## config.mk

```make
export PLATFORM = sky130hd
export DESIGN_NAME = bb3_front
export DESIGN_NICKNAME = d
export VERILOG_FILES = /design/src/rtl/core/bb3_pkg.sv /design/src/rtl/core/bb3_front.sv
export SDC_FILE = /design/constraint.sdc
export NUM_CORES = 1
export LEC_CHECK = 0
export BUFFER_PORTS_ARGS = -buffer_cell sky130_fd_sc_hd__buf_2
export CORE_MARGIN = 8
export CORE_UTILIZATION = 45
export DETAILED_ROUTE_END_ITERATION = 10
export PLACE_DENSITY = 0.68
export SETUP_SLACK_MARGIN = 0.5
export SLEW_MARGIN = 20
export SYNTH_ARGS = -nofsm -noshare
export SYNTH_HDL_FRONTEND = slang
export SYNTH_SLANG_ARGS = --single-unit
```

## constraint.sdc

```tcl
create_clock -name clk -period 4.1 [get_ports clk]
set_clock_uncertainty 0.05 [all_clocks]
set_input_delay 0.205 -clock clk [delete_from_list [all_inputs] [get_ports clk]]
set_output_delay 0.205 -clock clk [all_outputs]
set_load 0.02 [all_outputs]
```

## src/rtl/core/bb3_pkg.sv

```systemverilog
// ----------------------------------------------------------------------------
// bb3_pkg
// shared types, register indexes and the rounding divider of the 3x3 blur
// ----------------------------------------------------------------------------
package bb3_pkg;

  // register indexes of the configuration port
  localparam logic [0:0] REG_WIDTH  = 1'b0;
  localparam logic [0:0] REG_HEIGHT = 1'b1;

  // request codes
  localparam logic REQ_PIXEL = 1'b0;
  localparam logic REQ_DRAIN = 1'b1;

  localparam int unsigned CFG_W_BITS = 11;
  localparam int unsigned CFG_H_BITS = 13;
  localparam logic [12:0] MAX_HEIGHT = 13'd4096;
  localparam logic [12:0] MIN_SIZE_H = 13'd2;

  // per item classification made by the front end
  typedef struct packed {
    logic emit;
    logic top;
    logic bottom;
    logic left;
    logic right;
    logic last;
  } bb3_flags_t;

  // status toward the checks in the top level
  typedef struct packed {
    logic [2:0] out_cnt;
    logic [1:0] inflight;
  } bb3_stat_t;

  // (sum + n/2) div n for n in {4, 6, 9}, reciprocal multiply
  function automatic logic [7:0] div_avg(input logic [11:0] sum, input logic rows3,
                                         input logic cols3);
    logic [11:0] x;
    logic [25:0] p;
    logic [7:0]  q;
    x = 12'd0;
    p = 26'd0;
    q = 8'd0;
    case ({rows3, cols3})
      2'b11: begin
        x = sum + 12'd4;
        p = 26'(x) * 26'd7282;
        q = p[23:16];
      end
      2'b00: begin
        x = sum + 12'd2;
        q = x[9:2];
      end
      default: begin
        x = sum + 12'd3;
        p = 26'(x) * 26'd10923;
        q = p[23:16];
      end
    endcase
    return q;
  endfunction

endpackage

```

## src/rtl/core/bb3_front.sv

```systemverilog
// ----------------------------------------------------------------------------
// bb3_front
// position counters and classification of each accepted item
// ----------------------------------------------------------------------------
module bb3_front #(
  parameter int unsigned MAX_WIDTH = 1024
) (
  input  logic                           clk,
  input  logic                           rst_n,
  input  logic [10:0]                    width_cfg,
  input  logic [12:0]                    height_cfg,
  input  logic                           accept,
  input  logic                           req_type,
  input  logic [23:0]                    pix_in,
  output logic                           push,
  output logic [23:0]                    pix_out,
  output logic [$clog2(MAX_WIDTH)-1:0]   idx_out,
  output bb3_pkg::bb3_flags_t            flags_out
);
  import bb3_pkg::*;

  localparam int unsigned CW = $clog2(MAX_WIDTH);
  localparam int unsigned CMPW = 14;

  logic [CW-1:0] icol_r, icol_nxt;
  logic [12:0]   irow_r, irow_nxt;
  logic [CW-1:0] ocol_r, ocol_nxt;
  logic [11:0]   orow_r, orow_nxt;

  logic [CMPW-1:0] w_ext, w_use, icol_p1, ocol_p1;
  logic [12:0]     h_use, orow_p1;
  logic            in_frame, drop;
  bb3_flags_t      fl;

  always_comb begin
    w_ext = CMPW'(width_cfg);
    if (w_ext < CMPW'(2)) w_use = CMPW'(2);
    else if (w_ext > CMPW'(MAX_WIDTH)) w_use = CMPW'(MAX_WIDTH);
    else w_use = w_ext;
    if (height_cfg < MIN_SIZE_H) h_use = MIN_SIZE_H;
    else if (height_cfg > MAX_HEIGHT) h_use = MAX_HEIGHT;
    else h_use = height_cfg;
  end

  always_comb begin
    icol_p1  = CMPW'(icol_r) + CMPW'(1);
    ocol_p1  = CMPW'(ocol_r) + CMPW'(1);
    orow_p1  = 13'(orow_r) + 13'd1;
    in_frame = irow_r < h_use;
    drop     = (req_type == REQ_DRAIN) && in_frame;
    push     = accept && !drop;
    pix_out  = ((req_type == REQ_PIXEL) && in_frame) ? pix_in : 24'd0;
    idx_out  = icol_r;
    fl.emit   = (irow_r >= 13'd2) || ((irow_r == 13'd1) && (icol_r != '0));
    fl.top    = orow_r != 12'd0;
    fl.bottom = orow_p1 < h_use;
    fl.left   = ocol_r != '0;
    fl.right  = ocol_p1 < w_use;
    fl.last   = (orow_p1 >= h_use) && (ocol_p1 >= w_use);
    flags_out = fl;

    icol_nxt = icol_r;
    irow_nxt = irow_r;
    ocol_nxt = ocol_r;
    orow_nxt = orow_r;
    if (push) begin
      if (icol_p1 >= w_use) begin
        icol_nxt = '0;
        irow_nxt = irow_r + 13'd1;
      end else begin
        icol_nxt = icol_p1[CW-1:0];
      end
      if (fl.emit) begin
        if (fl.last) begin
          icol_nxt = '0;
          irow_nxt = '0;
          ocol_nxt = '0;
          orow_nxt = '0;
        end else if (fl.right == 1'b0) begin
          ocol_nxt = '0;
          orow_nxt = orow_r + 12'd1;
        end else begin
          ocol_nxt = ocol_p1[CW-1:0];
        end
      end
    end
  end

  always_ff @(posedge clk) begin
    if (!rst_n) begin
      icol_r <= '0;
      irow_r <= '0;
      ocol_r <= '0;
      orow_r <= '0;
    end else begin
      icol_r <= icol_nxt;
      irow_r <= irow_nxt;
      ocol_r <= ocol_nxt;
      orow_r <= orow_nxt;
    end
  end
endmodule

```

==> reports/results.ini <==
[critical_path]
cp.required_ns = 4.30
crit_family = compound AO/OA/AOI/OAI gates
cp_slowest_stage_delay_ns = 0.38
crit_chain = ha_4, and3_1, and3_1, and3_4, xor2_1, ha_1, a21oi_1, a21oi_1, a211oi_2, buf_4, o21ai_4, a211o_4, nor2_4, a22o_1
crit_buf_inv = 1
start_kind = flip-flop
slowest_stage = dfxtp_4
worst-path-max-fanout = 9
critPathKind = flip-flop to flip-flop
cp-end-kind = flip-flop
cp.arrival_ns = 3.59

[placed_design]
hpwl_mm = 8.910
gp_congestion = 0.8244
dpl-instance-area_um2 = 4626
io_buffers = 92

[grt]
first_global_vias = 3862
grt_pass1_wl_mm = 18.35
grt-ovfl-total = 0
antenna_found_initial = 0
grt_max_degree = 25
track_usage = 0.1713

[clocking]
cts.sinks = 45
htreeDepth = 2
cts_buffers = 5
clk_latency_ns = 0.30
cts-root-buf = clkbuf_8
clock_path_buffers = 2
clkTransAtPathRegs_ns = 0.09
hold_buffers = 0
cts_tree = done

[yosys]
yosysMostFrequentCell = nand2_1
avgSynthCellArea_um2 = 7.796
ys_top_cells_by_area = dfxtp_1, ha_1, nand2_1
synth_top_area_share = 0.2205
synth_edf_count = 0
syn-instance-count = 524
synth-seq-cells = 45
ys_seq_area_frac = 0.2205
yosysTopAreaCell = dfxtp_1
synthArstFlopShare = 0
synth_commonest_cells = nand2_1, ha_1, dfxtp_1
ys_types = 57
yosysWarnings = 0
dominantRegCellSynth = dfxtp_1
syn_nets = 632
syn-cell-area_um2 = 4085

[timing]
period_minus_slack_ns = 3.394
finalSetupViolCount = 0
max_slew_margin = 0.5909
fmax_mhz = 294.7
setup_tns_ns = 0
rsz0062_at_grt = no
tightest_slew_ns = 0.6085
period_share = 0.8277
finalMaxSlewViolations = 0
finalHoldViolCount = 0

[pwr]
power.density_nw_per_um2 = 187.3
peakVddDrop_v = 0.0001041
p_leak_nw = 2.191

[floorplan]
io_pins = 93
fp.dieW_um = 111.3
rows = 34
dieHeight_um = 111.3
dieArea_um2 = 12380
initial_core_util = 0.4662
core_um2 = 8763

[route]
drt-pass1-iter-count = 4
wire_per_inst_um = 15.51
drc = 0
first_iter_violations = 296
viasPerCell = 5.625
dr_total_vias = 4061
drtAntennaViolNets = 0
wirelength_mm = 11.20

[layout]
final_layout_size_suffix_gt1_frac = 0.2410
finalNetCount = 721
synthToLayoutAreaGrowth_pct = 19.08
num-fill-cells = 861
antenna_cells = 0
fin_util = 0.5551
design_area_um2 = 4865

[worst_hold_path]
hp-class = primary input to flip-flop

[run_status]
status = finished, final reports clean

[flow_run]
drv_cap = 0

==> final timing paths <==
kind | startpoint | cells past startpoint | slack [ns] | endpoint
worst max-delay path | ocol_r[0]$_SDFFE_PN0P_ | 14 | 0.71 | ocol_r[3]$_SDFFE_PN0P_
worst min-delay path | rst_n | 2 | 0.20 | orow_r[5]$_SDFFE_PN0P_
worst max register to register | ocol_r[0]$_SDFFE_PN0P_ | 14 | 0.71 | ocol_r[3]$_SDFFE_PN0P_
worst min register to register | idx_out[1]$_SDFFE_PN0N_ | 2 | 0.45 | idx_out[1]$_SDFFE_PN0N_
==> cell families after synthesis <==
| group | count (synthesis) | synth area share |
|---|---|---|
| AO/OA/AOI/OAI | 103 | 0.1672 |
| XOR/XNOR | 39 | 0.08361 |
| adder cells (fa/ha/maj) | 56 | 0.1715 |
| buffers and inverters | 39 | 0.04104 |
| flip-flops | 45 | 0.2205 |
| AND/OR/NAND/NOR | 242 | 0.3161 |
==> per-stage QoR <==
stage	power (W)	setup slack (ns)	hold WS, ns	std cells
floorplan	0.0005696	0.5584	0.4315	524
global placement	0.0006335	0.4223	0.4488	712
detailed placement	0.0006384	0.3593	0.4631	712
CTS	0.0009178	0.4310	0.1988	720
global route	0.0009590	0.4831	0.2023	722
finish	0.0009112	0.7064	0.2024	722
==> power by group <==
part           total [W]  switching [W]  internal (W)
clock           0.000275       0.000154      0.000121
sequential      0.000441     0.00000368      0.000437
combinational   0.000195       0.000119     0.0000760
total           0.000911       0.000277      0.000634
==> state kept, by name, summed over array words and instances (netlist names) <==
signal,cells
idx_out,10
irow_r,13
ocol_r,10
orow_r,12
==> area by class of cell <==
class	count	area [um^2]	area share
clock buffer	7	76.32	0.01569
clock inverter	1	7.507	0.001543
inverter	24	90.09	0.01852
multi-input combinational	440	3139	0.6453
sequential	45	914.6	0.1880
tap	108	135.1	0.02778
timing repair buffer	97	501.7	0.1031
==> layer usage <==
layer / GRT usage / vias to the layer above / share of wire
met2: 0.2880 / 85 / 0.48
li1: - / 2071 / -
met4: 0.04889 / 0 / 0.015
met3: 0.03409 / 13 / 0.042
met1: 0.2146 / 1892 / 0.46
met5: 0 / - / 0
==> layout by cell type (no fill, tap or decap), types with 3 or more instances in the layout <==
cell      count
buf_2        92
nand2_1      56
ha_1         54
dfxtp_1      38
nor2_1       34
nand3_1      34
a21oi_1      28
and2_1       26
xnor2_1      21
inv_1        20
xor2_1       18
o21ai_0      15
nand4_1      13
and3_1       12
o21ai_1      11
nor4_1       10
nor3_1        9
a22o_1        9
nand4b_1      8
nor2b_1       7
nand2b_1      6
a31oi_1       5
a32o_1        5
clkbuf_8      5
dfxtp_2       5
a21o_1        4
nor4_2        4
buf_4         4
a211oi_2      3
inv_2         3
a211oi_1      3
==> what timing repair did <==
item | in CTS | in global routing
cloned | 0 | 0
resized for setup | 7 | 34
setup buffers | 0 | 2
endpoints found under the setup margin | 36 | 72
pin swaps | 0 | 4
No activity file was read; power rests on OpenSTA's default activity.
