$ cat config.mk
export PLATFORM = sky130hd
export DESIGN_NAME = bb3_fifo
export DESIGN_NICKNAME = d
export VERILOG_FILES = /design/src/rtl/core/bb3_fifo.sv
export SDC_FILE = /design/constraint.sdc
export NUM_CORES = 1
export LEC_CHECK = 0
export ABC_CLOCK_PERIOD_IN_PS = 1900
export BUFFER_PORTS_ARGS = -buffer_cell sky130_fd_sc_hd__buf_4
export CORE_ASPECT_RATIO = 0.7
export CORE_MARGIN = 2
export CORE_UTILIZATION = 55
export DETAILED_ROUTE_END_ITERATION = 12
export GPL_TIMING_DRIVEN = 0
export PLACE_DENSITY = 0.77
export SLEW_MARGIN = 20
export SYNTH_ARGS = -nofsm -noshare
export SYNTH_HDL_FRONTEND = slang
export SYNTH_SLANG_ARGS = --single-unit
$ cat constraint.sdc
create_clock -name clk -period 1.9 [get_ports clk]
set_input_delay 0.57 -clock clk [delete_from_list [all_inputs] [get_ports clk]]
set_output_delay 0.57 -clock clk [all_outputs]
set_load 0.02 [all_outputs]
$ cat src/rtl/core/bb3_fifo.sv
// ----------------------------------------------------------------------------
// bb3_fifo
// small register queue with occupancy count
// ----------------------------------------------------------------------------
module bb3_fifo #(
  parameter int unsigned W     = 8,
  parameter int unsigned DEPTH = 4
) (
  input  logic                       clk,
  input  logic                       rst_n,
  input  logic                       push,
  input  logic [W-1:0]               push_data,
  input  logic                       pop,
  output logic [W-1:0]               head,
  output logic [$clog2(DEPTH):0]     count
);
  localparam int unsigned AW = $clog2(DEPTH);

  logic [W-1:0]  mem_r [DEPTH];
  logic [AW-1:0] wp_r, rp_r;
  logic [AW:0]   cnt_r;

  always_ff @(posedge clk) begin
    if (push) begin
      mem_r[wp_r] <= push_data;
    end
  end

  always_ff @(posedge clk) begin
    if (!rst_n) begin
      wp_r  <= '0;
      rp_r  <= '0;
      cnt_r <= '0;
    end else begin
      if (push) wp_r <= wp_r + 1'b1;
      if (pop)  rp_r <= rp_r + 1'b1;
      if (push && !pop) cnt_r <= cnt_r + 1'b1;
      else if (pop && !push) cnt_r <= cnt_r - 1'b1;
    end
  end

  assign head  = mem_r[rp_r];
  assign count = cnt_r;
endmodule

==> results.json, run 1 <==
{
  "io_pins": 23,
  "coreArea_um2": 2780,
  "vias": 773,
  "synth_warnings": 0,
  "antenna_found_initial": 0,
  "design_area_um2": 1970,
  "power.density_nw_per_um2": 1110,
  "clock_latency_ns": 0.29,
  "numClockSinks": 41,
  "dieArea_um2": 3340,
  "period_share_pct": 107,
  "fp.dieH_um": 49.0,
  "drtPass1Iterations": 4,
  "hold_buffers": 0,
  "fin_crit_ns": 2.03,
  "min_path_type": "in -> reg",
  "cp.required_ns": 1.33,
  "layout_commonest_cell": "edfxtp_1",
  "place_congestion": 0.682,
  "post_cts_buffers": 0,
  "ys_seq_area_share_pct": 71.8,
  "grt_max_degree": 14,
  "slew_headroom_pct": 70.1,
  "maxCapViolCount": 0,
  "die_w_um": 68.3,
  "synth_area_per_cell_um2": 19.2,
  "route.detailed.drc": 0,
  "ir_drop_uv": 792,
  "p_leak_nw": 0.736,
  "initial_core_util_pct": 57.1,
  "numPortBuffers": 22,
  "drt_iter0_markers": 42,
  "synth_cell_types": 17,
  "placed_area_um2": 1800,
  "nets": 130,
  "whs_ns": 0.468,
  "syn_nets": 101,
  "syn_to_final_growth_pct": 24.2,
  "vias_per_cell": 5.19,
  "grt_pass1_vias": 838,
  "critical_path_peak_fanout": 8,
  "status": "complete, but fails checks",
  "synthCells": 83,
  "fmax_ghz": 0.492,
  "setup_violations": 8,
  "finalHoldViolations": 0,
  "drt_wl_total_um": 2580,
  "cts_buffers": 5,
  "fin_ws_ns": -0.134,
  "finalPower_mw": 2.19,
  "grt_overflow": 0,
  "rsz0062_at_grt": "yes",
  "timing.final.max_slew_violations": 0,
  "grt.total_usage_pct": 18.6,
  "crit_arrival_ns": 1.46,
  "clk_pin_slew_ns": 0.08,
  "syn_area_um2": 1590,
  "h-tree-depth": 2,
  "ant_nets": 0,
  "num_rows": 16,
  "drive_gt1_share_pct": 36.3,
  "tightest_slew_ns": 0.448,
  "ys_ff_latch": 41,
  "layout_common_cells": "32 x edfxtp_1, 14 x buf_4, 9 x and2_1",
  "skew_ns": 0.00217,
  "endpoint_kind": "output pin",
  "antenna_cells": 0,
  "cts-root-buf": "clkbuf_8",
  "hpwl_um": 1720,
  "cts.path.max_buffers": 2,
  "violations": "setup timing",
  "grt_pass1_wl_um": 4150,
  "start_kind": "register",
  "worstSetupPathType": "reg -> out",
  "avgRoutedWirePerCell_um": 17.3,
  "cts_tree": "done"
}
==> routing by layer <==
metal	wire (um)	up-vias	share of wire, %	GRT usage [%]
met4	40	0	1.6	7.00
met2	1270	21	49	28.8
met3	97	5	3.8	6.24
met5	0	-	0	0
met1	1170	378	46	24.5
li1	-	369	-	-
==> logic make-up (layout without fill, tap and decap cells) <==
kind of cell               count (synthesis)  in the layout  share of synthesized area (%)
buffers and inverters                      6             36                           1.97
adders and majority gates                  6              6                           5.19
and+or+nand+nor                           13             13                           4.96
DFF                                       41             41                           71.8
muxes                                     10             10                           12.6
xor gates and xnor gates                   5              5                           2.75
AOI/OAI and AO/OA                          2              2                          0.787
==> worst paths after layout <==
check	startpoint	endpoint	slack, ns	cells past startpoint
max	register	head[6]	-0.13	3
min	push_data[1]	mem_r[1][1]$_DFFE_PP_	0.47	1
max reg2reg	count[0]$_SDFFE_PN0P_	count[2]$_SDFFE_PN0P_	0.46	4
min reg2reg	count[2]$_SDFFE_PN0P_	count[2]$_SDFFE_PN0P_	0.50	2
==> cell usage after synthesis <==
cell type | instances | share of area [%]
mux2i_1 | 2 | 1.3
mux4_2 | 8 | 11
xnor2_1 | 2 | 1.1
nor2b_1 | 2 | 0.79
clkbuf_2 | 1 | 0.31
inv_1 | 4 | 0.94
a21boi_1 | 1 | 0.47
o21ai_0 | 1 | 0.31
xor2_1 | 3 | 1.7
buf_6 | 1 | 0.71
and2_1 | 9 | 3.5
edfxtp_1 | 32 | 60
or3_1 | 1 | 0.39
ha_1 | 5 | 3.9
nand2_1 | 1 | 0.24
fa_1 | 1 | 1.3
dfxtp_1 | 9 | 11
==> sequential cells by signal (all words and copies together) (netlist names), named ones only <==
name,flops
mem_r,32
count,3
rp_r,2
wp_r,2
==> critical path, cell delays in order, from the launching register on <==
cell and delay (ns):
dfxtp_2 0.34, buf_12 0.14, mux4_2 0.53, buf_6 0.15
==> report_power, final <==
group / leakage (nW) / total, mW / switching [mW] / internal, mW
Sequential: 0.369 / 1.05 / 0.0275 / 1.02
Clock: 0.0681 / 0.817 / 0.295 / 0.522
Combinational: 0.300 / 0.319 / 0.155 / 0.165
Total: 0.736 / 2.19 / 0.478 / 1.71
==> area by class of cell <==
cell class | count | area, um^2
Sequential cell | 41 | 1140
Fill cell | 181 | 808
Multi-Input combinational cell | 36 | 418
Timing Repair Buffer | 22 | 195
Clock buffer | 5 | 68.8
Clock inverter | 3 | 65.1
Tap cell | 36 | 45.0
Buffer | 2 | 25.0
Inverter | 4 | 15.0
==> metrics by stage <==
stage	TNS (ns)	cells	utilization, %	setup WS (ns)
after floorplan	0	83	-	0.0891
after global placement	-0.0908	141	64.7	-0.0908
after detailed placement	-0.106	141	64.7	-0.106
after CTS	-0.987	149	71.0	-0.153
after global routing	-1.21	149	71.0	-0.173
final	-0.874	149	71.0	-0.134
==> timing repair <==
item	in CTS	in global routing
setup endpoints to repair	8	8
gates resized for setup	11	0
pin swaps	0	0
(Power assumes the default switching activity.)
==> inputs of run 2 (changes only) <==
ABC_CLOCK_PERIOD_IN_PS = 2300   (was 1900)
clock period = 2.3 ns   (was 1.9 ns; I/O delays follow)
==> results.json, run 2 (same netlist as run 1, synthesis figures left out) <==
{
  "status": "complete, no violations",
  "antenna_found_initial": 0,
  "worstSetupPathType": "reg -> out",
  "numPortBuffers": 22,
  "fillCellCount": 185,
  "place_congestion": 0.682,
  "drt_wl_total_um": 2590,
  "grt_max_degree": 14,
  "skew_ns": 0.00227,
  "num_rows": 16,
  "power.density_nw_per_um2": 922,
  "dieArea_um2": 3340,
  "period_share_pct": 95.5,
  "drt_iter0_markers": 38,
  "post_cts_buffers": 0,
  "whs_path_depth": 2,
  "tightest_slew_ns": 0.448,
  "cp_slowest_cell": "mux4_2",
  "p_comb_share_pct": 13.6,
  "slowest_delay_ns": 0.53,
  "initial_core_util_pct": 57.1,
  "cts_buffers": 5,
  "ir_drop_uv": 653,
  "cp.required_ns": 1.61,
  "timing.final.max_slew_violations": 0,
  "cp_cell_sequence": "buf_6, mux4_2, buf_4",
  "endpoint_kind": "output pin",
  "timing.rr.start": "count[0]$_SDFFE_PN0P_",
  "start_kind": "register",
  "h-tree-depth": 2,
  "p_clk_share_pct": 37.7,
  "worstHoldEndpoint": "count[2]$_SDFFE_PN0P_",
  "cts.path.max_buffers": 2,
  "cpLargestDelayFamily": "multiplexers",
  "top_register": "mem_r",
  "drive_gt1_share_pct": 35.4,
  "drtPass1Iterations": 4,
  "maxCapViolCount": 0,
  "fin_crit_ns": 2.20,
  "switchingPower_mw": 0.389,
  "r2r_end": "count[2]$_SDFFE_PN0P_",
  "tns_ns": 0,
  "cts_tree": "done",
  "syn_to_final_growth_pct": 21.6,
  "holdCritStartpoint": "count[2]$_SDFFE_PN0P_",
  "antenna_cells": 0,
  "layout_common_cells": "32 x edfxtp_1, 22 x buf_4, 9 x and2_1, 9 x dfxtp_1, 8 x mux4_2",
  "r2r_slack_ns": 0.86,
  "slew_headroom_pct": 70.1,
  "clock_latency_ns": 0.29,
  "numClockSinks": 41,
  "grt_pass1_vias": 833,
  "largest_reg_flops": 32,
  "rr_worst_depth": 4,
  "path_buf_inv": 2,
  "grt.total_usage_pct": 18.6,
  "finalHoldViolations": 0,
  "critical_path_peak_fanout": 8,
  "route.detailed.drc": 0,
  "fp.dieH_um": 49.0,
  "grt_pass1_wl_um": 4130,
  "ctsResizeCount": 0,
  "design_area_um2": 1930,
  "p_seq_share_pct": 48.6,
  "crit_arrival_ns": 1.51,
  "nets": 130,
  "avgRoutedWirePerCell_um": 17.4,
  "die_w_um": 68.3,
  "setup_violations": 0,
  "p_leak_nw": 0.723,
  "coreArea_um2": 2780,
  "cts-root-buf": "clkbuf_8",
  "clk_pin_slew_ns": 0.07,
  "hold_buffers": 0,
  "swShare_pct": 21.8,
  "vias_per_cell": 5.24,
  "hpwl_um": 1720,
  "layout_commonest_cell": "edfxtp_1",
  "vias": 781,
  "ant_nets": 0,
  "power.internal_mw": 1.40,
  "min_path_type": "reg -> reg",
  "placed_area_um2": 1800,
  "io_pins": 23,
  "fmax_ghz": 0.455,
  "rsz0062_at_grt": "no",
  "grt_overflow": 0
}
run 2: cell count changes in the layout (fill, tap and decap cells not counted):
| cell | delta |
|---|---|
| dfxtp_2 | -1 |
| dfxtp_1 | +1 |
| buf_12 | -1 |
| buf_4 | +8 |
| buf_6 | -7 |
run 2: layout make-up:
| class | count | area, um^2 | share of cell area [%] |
|---|---|---|---|
| flip-flops and latches | 41 | 1140 | 59.0 |
| inverters | 4 | 15.0 | 0.776 |
| clock inverters | 3 | 65.1 | 3.36 |
| clock buffers | 5 | 68.8 | 3.56 |
| multi-input cells | 36 | 418 | 21.6 |
| plain buffers | 2 | 16.3 | 0.841 |
| well taps | 36 | 45.0 | 2.33 |
| repair buffers | 22 | 165 | 8.54 |
run 2: how the worst max path moves through the flow:
stage	from	end	slack [ns]	cells after the start
final	register	head[6]	0.10	3
after global routing	register	head[6]	0.05	3
after CTS	register	head[6]	0.08	3
after detailed placement	pop	count[2]$_SDFFE_PN0P_	0.17	8
after global placement	pop	count[2]$_SDFFE_PN0P_	0.19	8
after floorplan	pop	count[2]$_SDFFE_PN0P_	0.37	7
run 2: stage by stage:
stage          power (mW)  worst slack [ns]  hold slack, ns  util [%]  instances
2_1_floorplan        1.03             0.369           0.528         -         83
3_3_place_gp         1.11             0.189           0.467      64.7        141
3_5_place_dp         1.13             0.174           0.489      64.7        141
4_1_cts              1.80            0.0785           0.502      69.5        149
5_1_grt              1.85            0.0536           0.556      69.5        149
6_report             1.78             0.105           0.498      69.5        149
run 2: worst register-to-register path: stages, from the launching register on:
cell and delay [ns]:
dfxtp_1 0.35, fa_1 0.44, xor2_1 0.15, or3_1 0.30, a21boi_1 0.13
run 2: power by group through the flow:
| stage | clock network [mW] | registers (mW) | logic [mW] |
|---|---|---|---|
| 6_report | 0.673 | 0.868 | 0.243 |
| 4_1_cts | 0.682 | 0.869 | 0.246 |
| 5_1_grt | 0.711 | 0.873 | 0.264 |
| 3_3_place_gp | 0 | 0.881 | 0.232 |
| 2_1_floorplan | 0 | 0.891 | 0.138 |
| 3_5_place_dp | 0 | 0.885 | 0.242 |
run 2: layer usage:
metal,share of wire [%],up-vias,GRT usage [%]
met4,1.5,0,7.00
met1,45,385,24.4
met2,49,21,28.8
met3,4.0,5,6.24
li1,-,370,-
met5,0,-,0
==> inputs of run 3 (changes only) <==
CTS_BUF_LIST = sky130_fd_sc_hd__clkbuf_16   (was unset)
==> results.json, run 3 (same netlist as run 1, synthesis figures left out) <==
{
  "grt_pass1_wl_um": 4100,
  "top_layer_used": "met4",
  "period_share_pct": 94.0,
  "tns_ns": 0,
  "route.detailed.drc": 0,
  "grt_max_degree": 14,
  "clock_latency_ns": 0.27,
  "tightest_slew_ns": 0.447,
  "crit_cells": 3,
  "nets": 130,
  "cp_cell_sequence": "buf_6, mux4_2, buf_4",
  "crit_arrival_ns": 1.47,
  "layout_common_cells": "32 x edfxtp_1, 22 x buf_4, 9 x and2_1, 9 x dfxtp_1, 8 x mux4_2",
  "numClockSinks": 41,
  "maxCapViolCount": 0,
  "wl_met3_um": 91,
  "path_buf_inv": 2,
  "io_pins": 23,
  "r2r_end": "count[2]$_SDFFE_PN0P_",
  "num_rows": 16,
  "power.density_nw_per_um2": 995,
  "antenna_cells": 0,
  "status": "complete, no violations",
  "h-tree-depth": 2,
  "finalHoldViolations": 0,
  "timing.final.max_slew_violations": 0,
  "p_comb_share_pct": 12.1,
  "grt_pass1_vias": 829,
  "drive_gt1_share_pct": 35.4,
  "initial_core_util_pct": 57.1,
  "largest_reg_flops": 32,
  "post_cts_buffers": 0,
  "vias": 766,
  "wl_met1_um": 1110,
  "top_register": "mem_r",
  "ant_nets": 0,
  "syn_to_final_growth_pct": 25.2,
  "cts_buffers": 5,
  "fmax_ghz": 0.462,
  "cp_slowest_cell": "mux4_2",
  "hold_buffers": 0,
  "start_kind": "register",
  "drt_iter0_markers": 46,
  "skew_ns": 0.00334,
  "holdCritStartpoint": "count[2]$_SDFFE_PN0P_",
  "drtPass1Iterations": 4,
  "hpwl_um": 1720,
  "vias_per_cell": 5.14,
  "power.internal_mw": 1.58,
  "die_w_um": 68.3,
  "slowest_delay_ns": 0.53,
  "cts.path.max_buffers": 2,
  "avgRoutedWirePerCell_um": 16.7,
  "min_path_type": "reg -> reg",
  "layout_commonest_cell": "edfxtp_1",
  "p_seq_share_pct": 43.9,
  "coreArea_um2": 2780,
  "fin_crit_ns": 2.16,
  "slew_headroom_pct": 70.2,
  "p_leak_nw": 0.749,
  "worstHoldEndpoint": "count[2]$_SDFFE_PN0P_",
  "rsz0062_at_grt": "no",
  "timing.rr.start": "count[0]$_SDFFE_PN0P_",
  "drt_wl_total_um": 2490,
  "grt_overflow": 0,
  "finalPower_mw": 1.98,
  "grt.total_usage_pct": 18.0,
  "multi_input_comb_area_um2": 418,
  "worstSetupPathType": "reg -> out",
  "setup_violations": 0,
  "cts_tree": "done",
  "antenna_found_initial": 0,
  "whs_path_depth": 2,
  "switchingPower_mw": 0.396,
  "cp.required_ns": 1.61,
  "fp.dieH_um": 49.0,
  "p_clk_share_pct": 44.0,
  "clk_pin_slew_ns": 0.06,
  "r2r_slack_ns": 0.87,
  "wl_met2_um": 1280,
  "endpoint_kind": "output pin",
  "dieArea_um2": 3340,
  "regArea_um2": 1140,
  "ctsResizeCount": 0,
  "ir_drop_uv": 579,
  "place_congestion": 0.682,
  "cpLargestDelayFamily": "multiplexers",
  "swShare_pct": 20.0,
  "critical_path_peak_fanout": 8,
  "cts-root-buf": "clkbuf_16",
  "numPortBuffers": 22,
  "rr_worst_depth": 4,
  "fillCellCount": 181
}
==> run 3: changes by cell type in the layout (fill, tap and decap cells not counted) <==
| cell | before | now |
|---|---|---|
| clkbuf_8 | 5 | 0 |
| clkbuf_16 | 0 | 5 |
==> run 3: power groups by stage <==
stage                     logic (mW)  registers (mW)  clock network, mW
after CTS                      0.244           0.870              0.884
final                          0.239           0.869              0.872
after detailed placement       0.242           0.885                  0
after global placement         0.232           0.881                  0
after floorplan                0.138           0.891                  0
after global routing           0.263           0.874              0.916
==> run 3: worst max-delay path by stage <==
stage	to
CTS	head[6]
floorplan	count[2]$_SDFFE_PN0P_
global placement	count[2]$_SDFFE_PN0P_
finish	head[6]
detailed placement	count[2]$_SDFFE_PN0P_
global route	head[6]
==> run 3: area by class of cell <==
cell class	instances	area share (%)
Sequential cell	41	57.3
Multi-Input combinational cell	36	21.0
Timing Repair Buffer	22	8.30
Clock buffer	5	6.29
Clock inverter	3	3.27
Tap cell	36	2.26
Buffer	2	0.817
Inverter	4	0.754
==> run 3: worst reg2reg max path: stages (launching register included) <==
cell,delay [ns]
dfxtp_1,0.34
fa_1,0.44
xor2_1,0.15
or3_1,0.30
a21boi_1,0.13
==> run 3: through the flow <==
stage / setup WS, ns / instance area [um^2] / hold slack [ns] / cells / util (%)
finish: 0.137 / 1990 / 0.496 / 149 / 71.5
detailed placement: 0.174 / 1800 / 0.489 / 141 / 64.7
global route: 0.0871 / 1990 / 0.553 / 149 / 71.5
CTS: 0.107 / 1990 / 0.500 / 149 / 71.5
global placement: 0.189 / 1800 / 0.467 / 141 / 64.7
floorplan: 0.369 / 1590 / 0.528 / 83 / -
==> run 3: per-layer routing <==
metal	global-route usage [%]	vias up
met2	29.1	16
met5	0	-
li1	-	370
met1	23.3	378
met4	5.67	0
met3	5.54	2
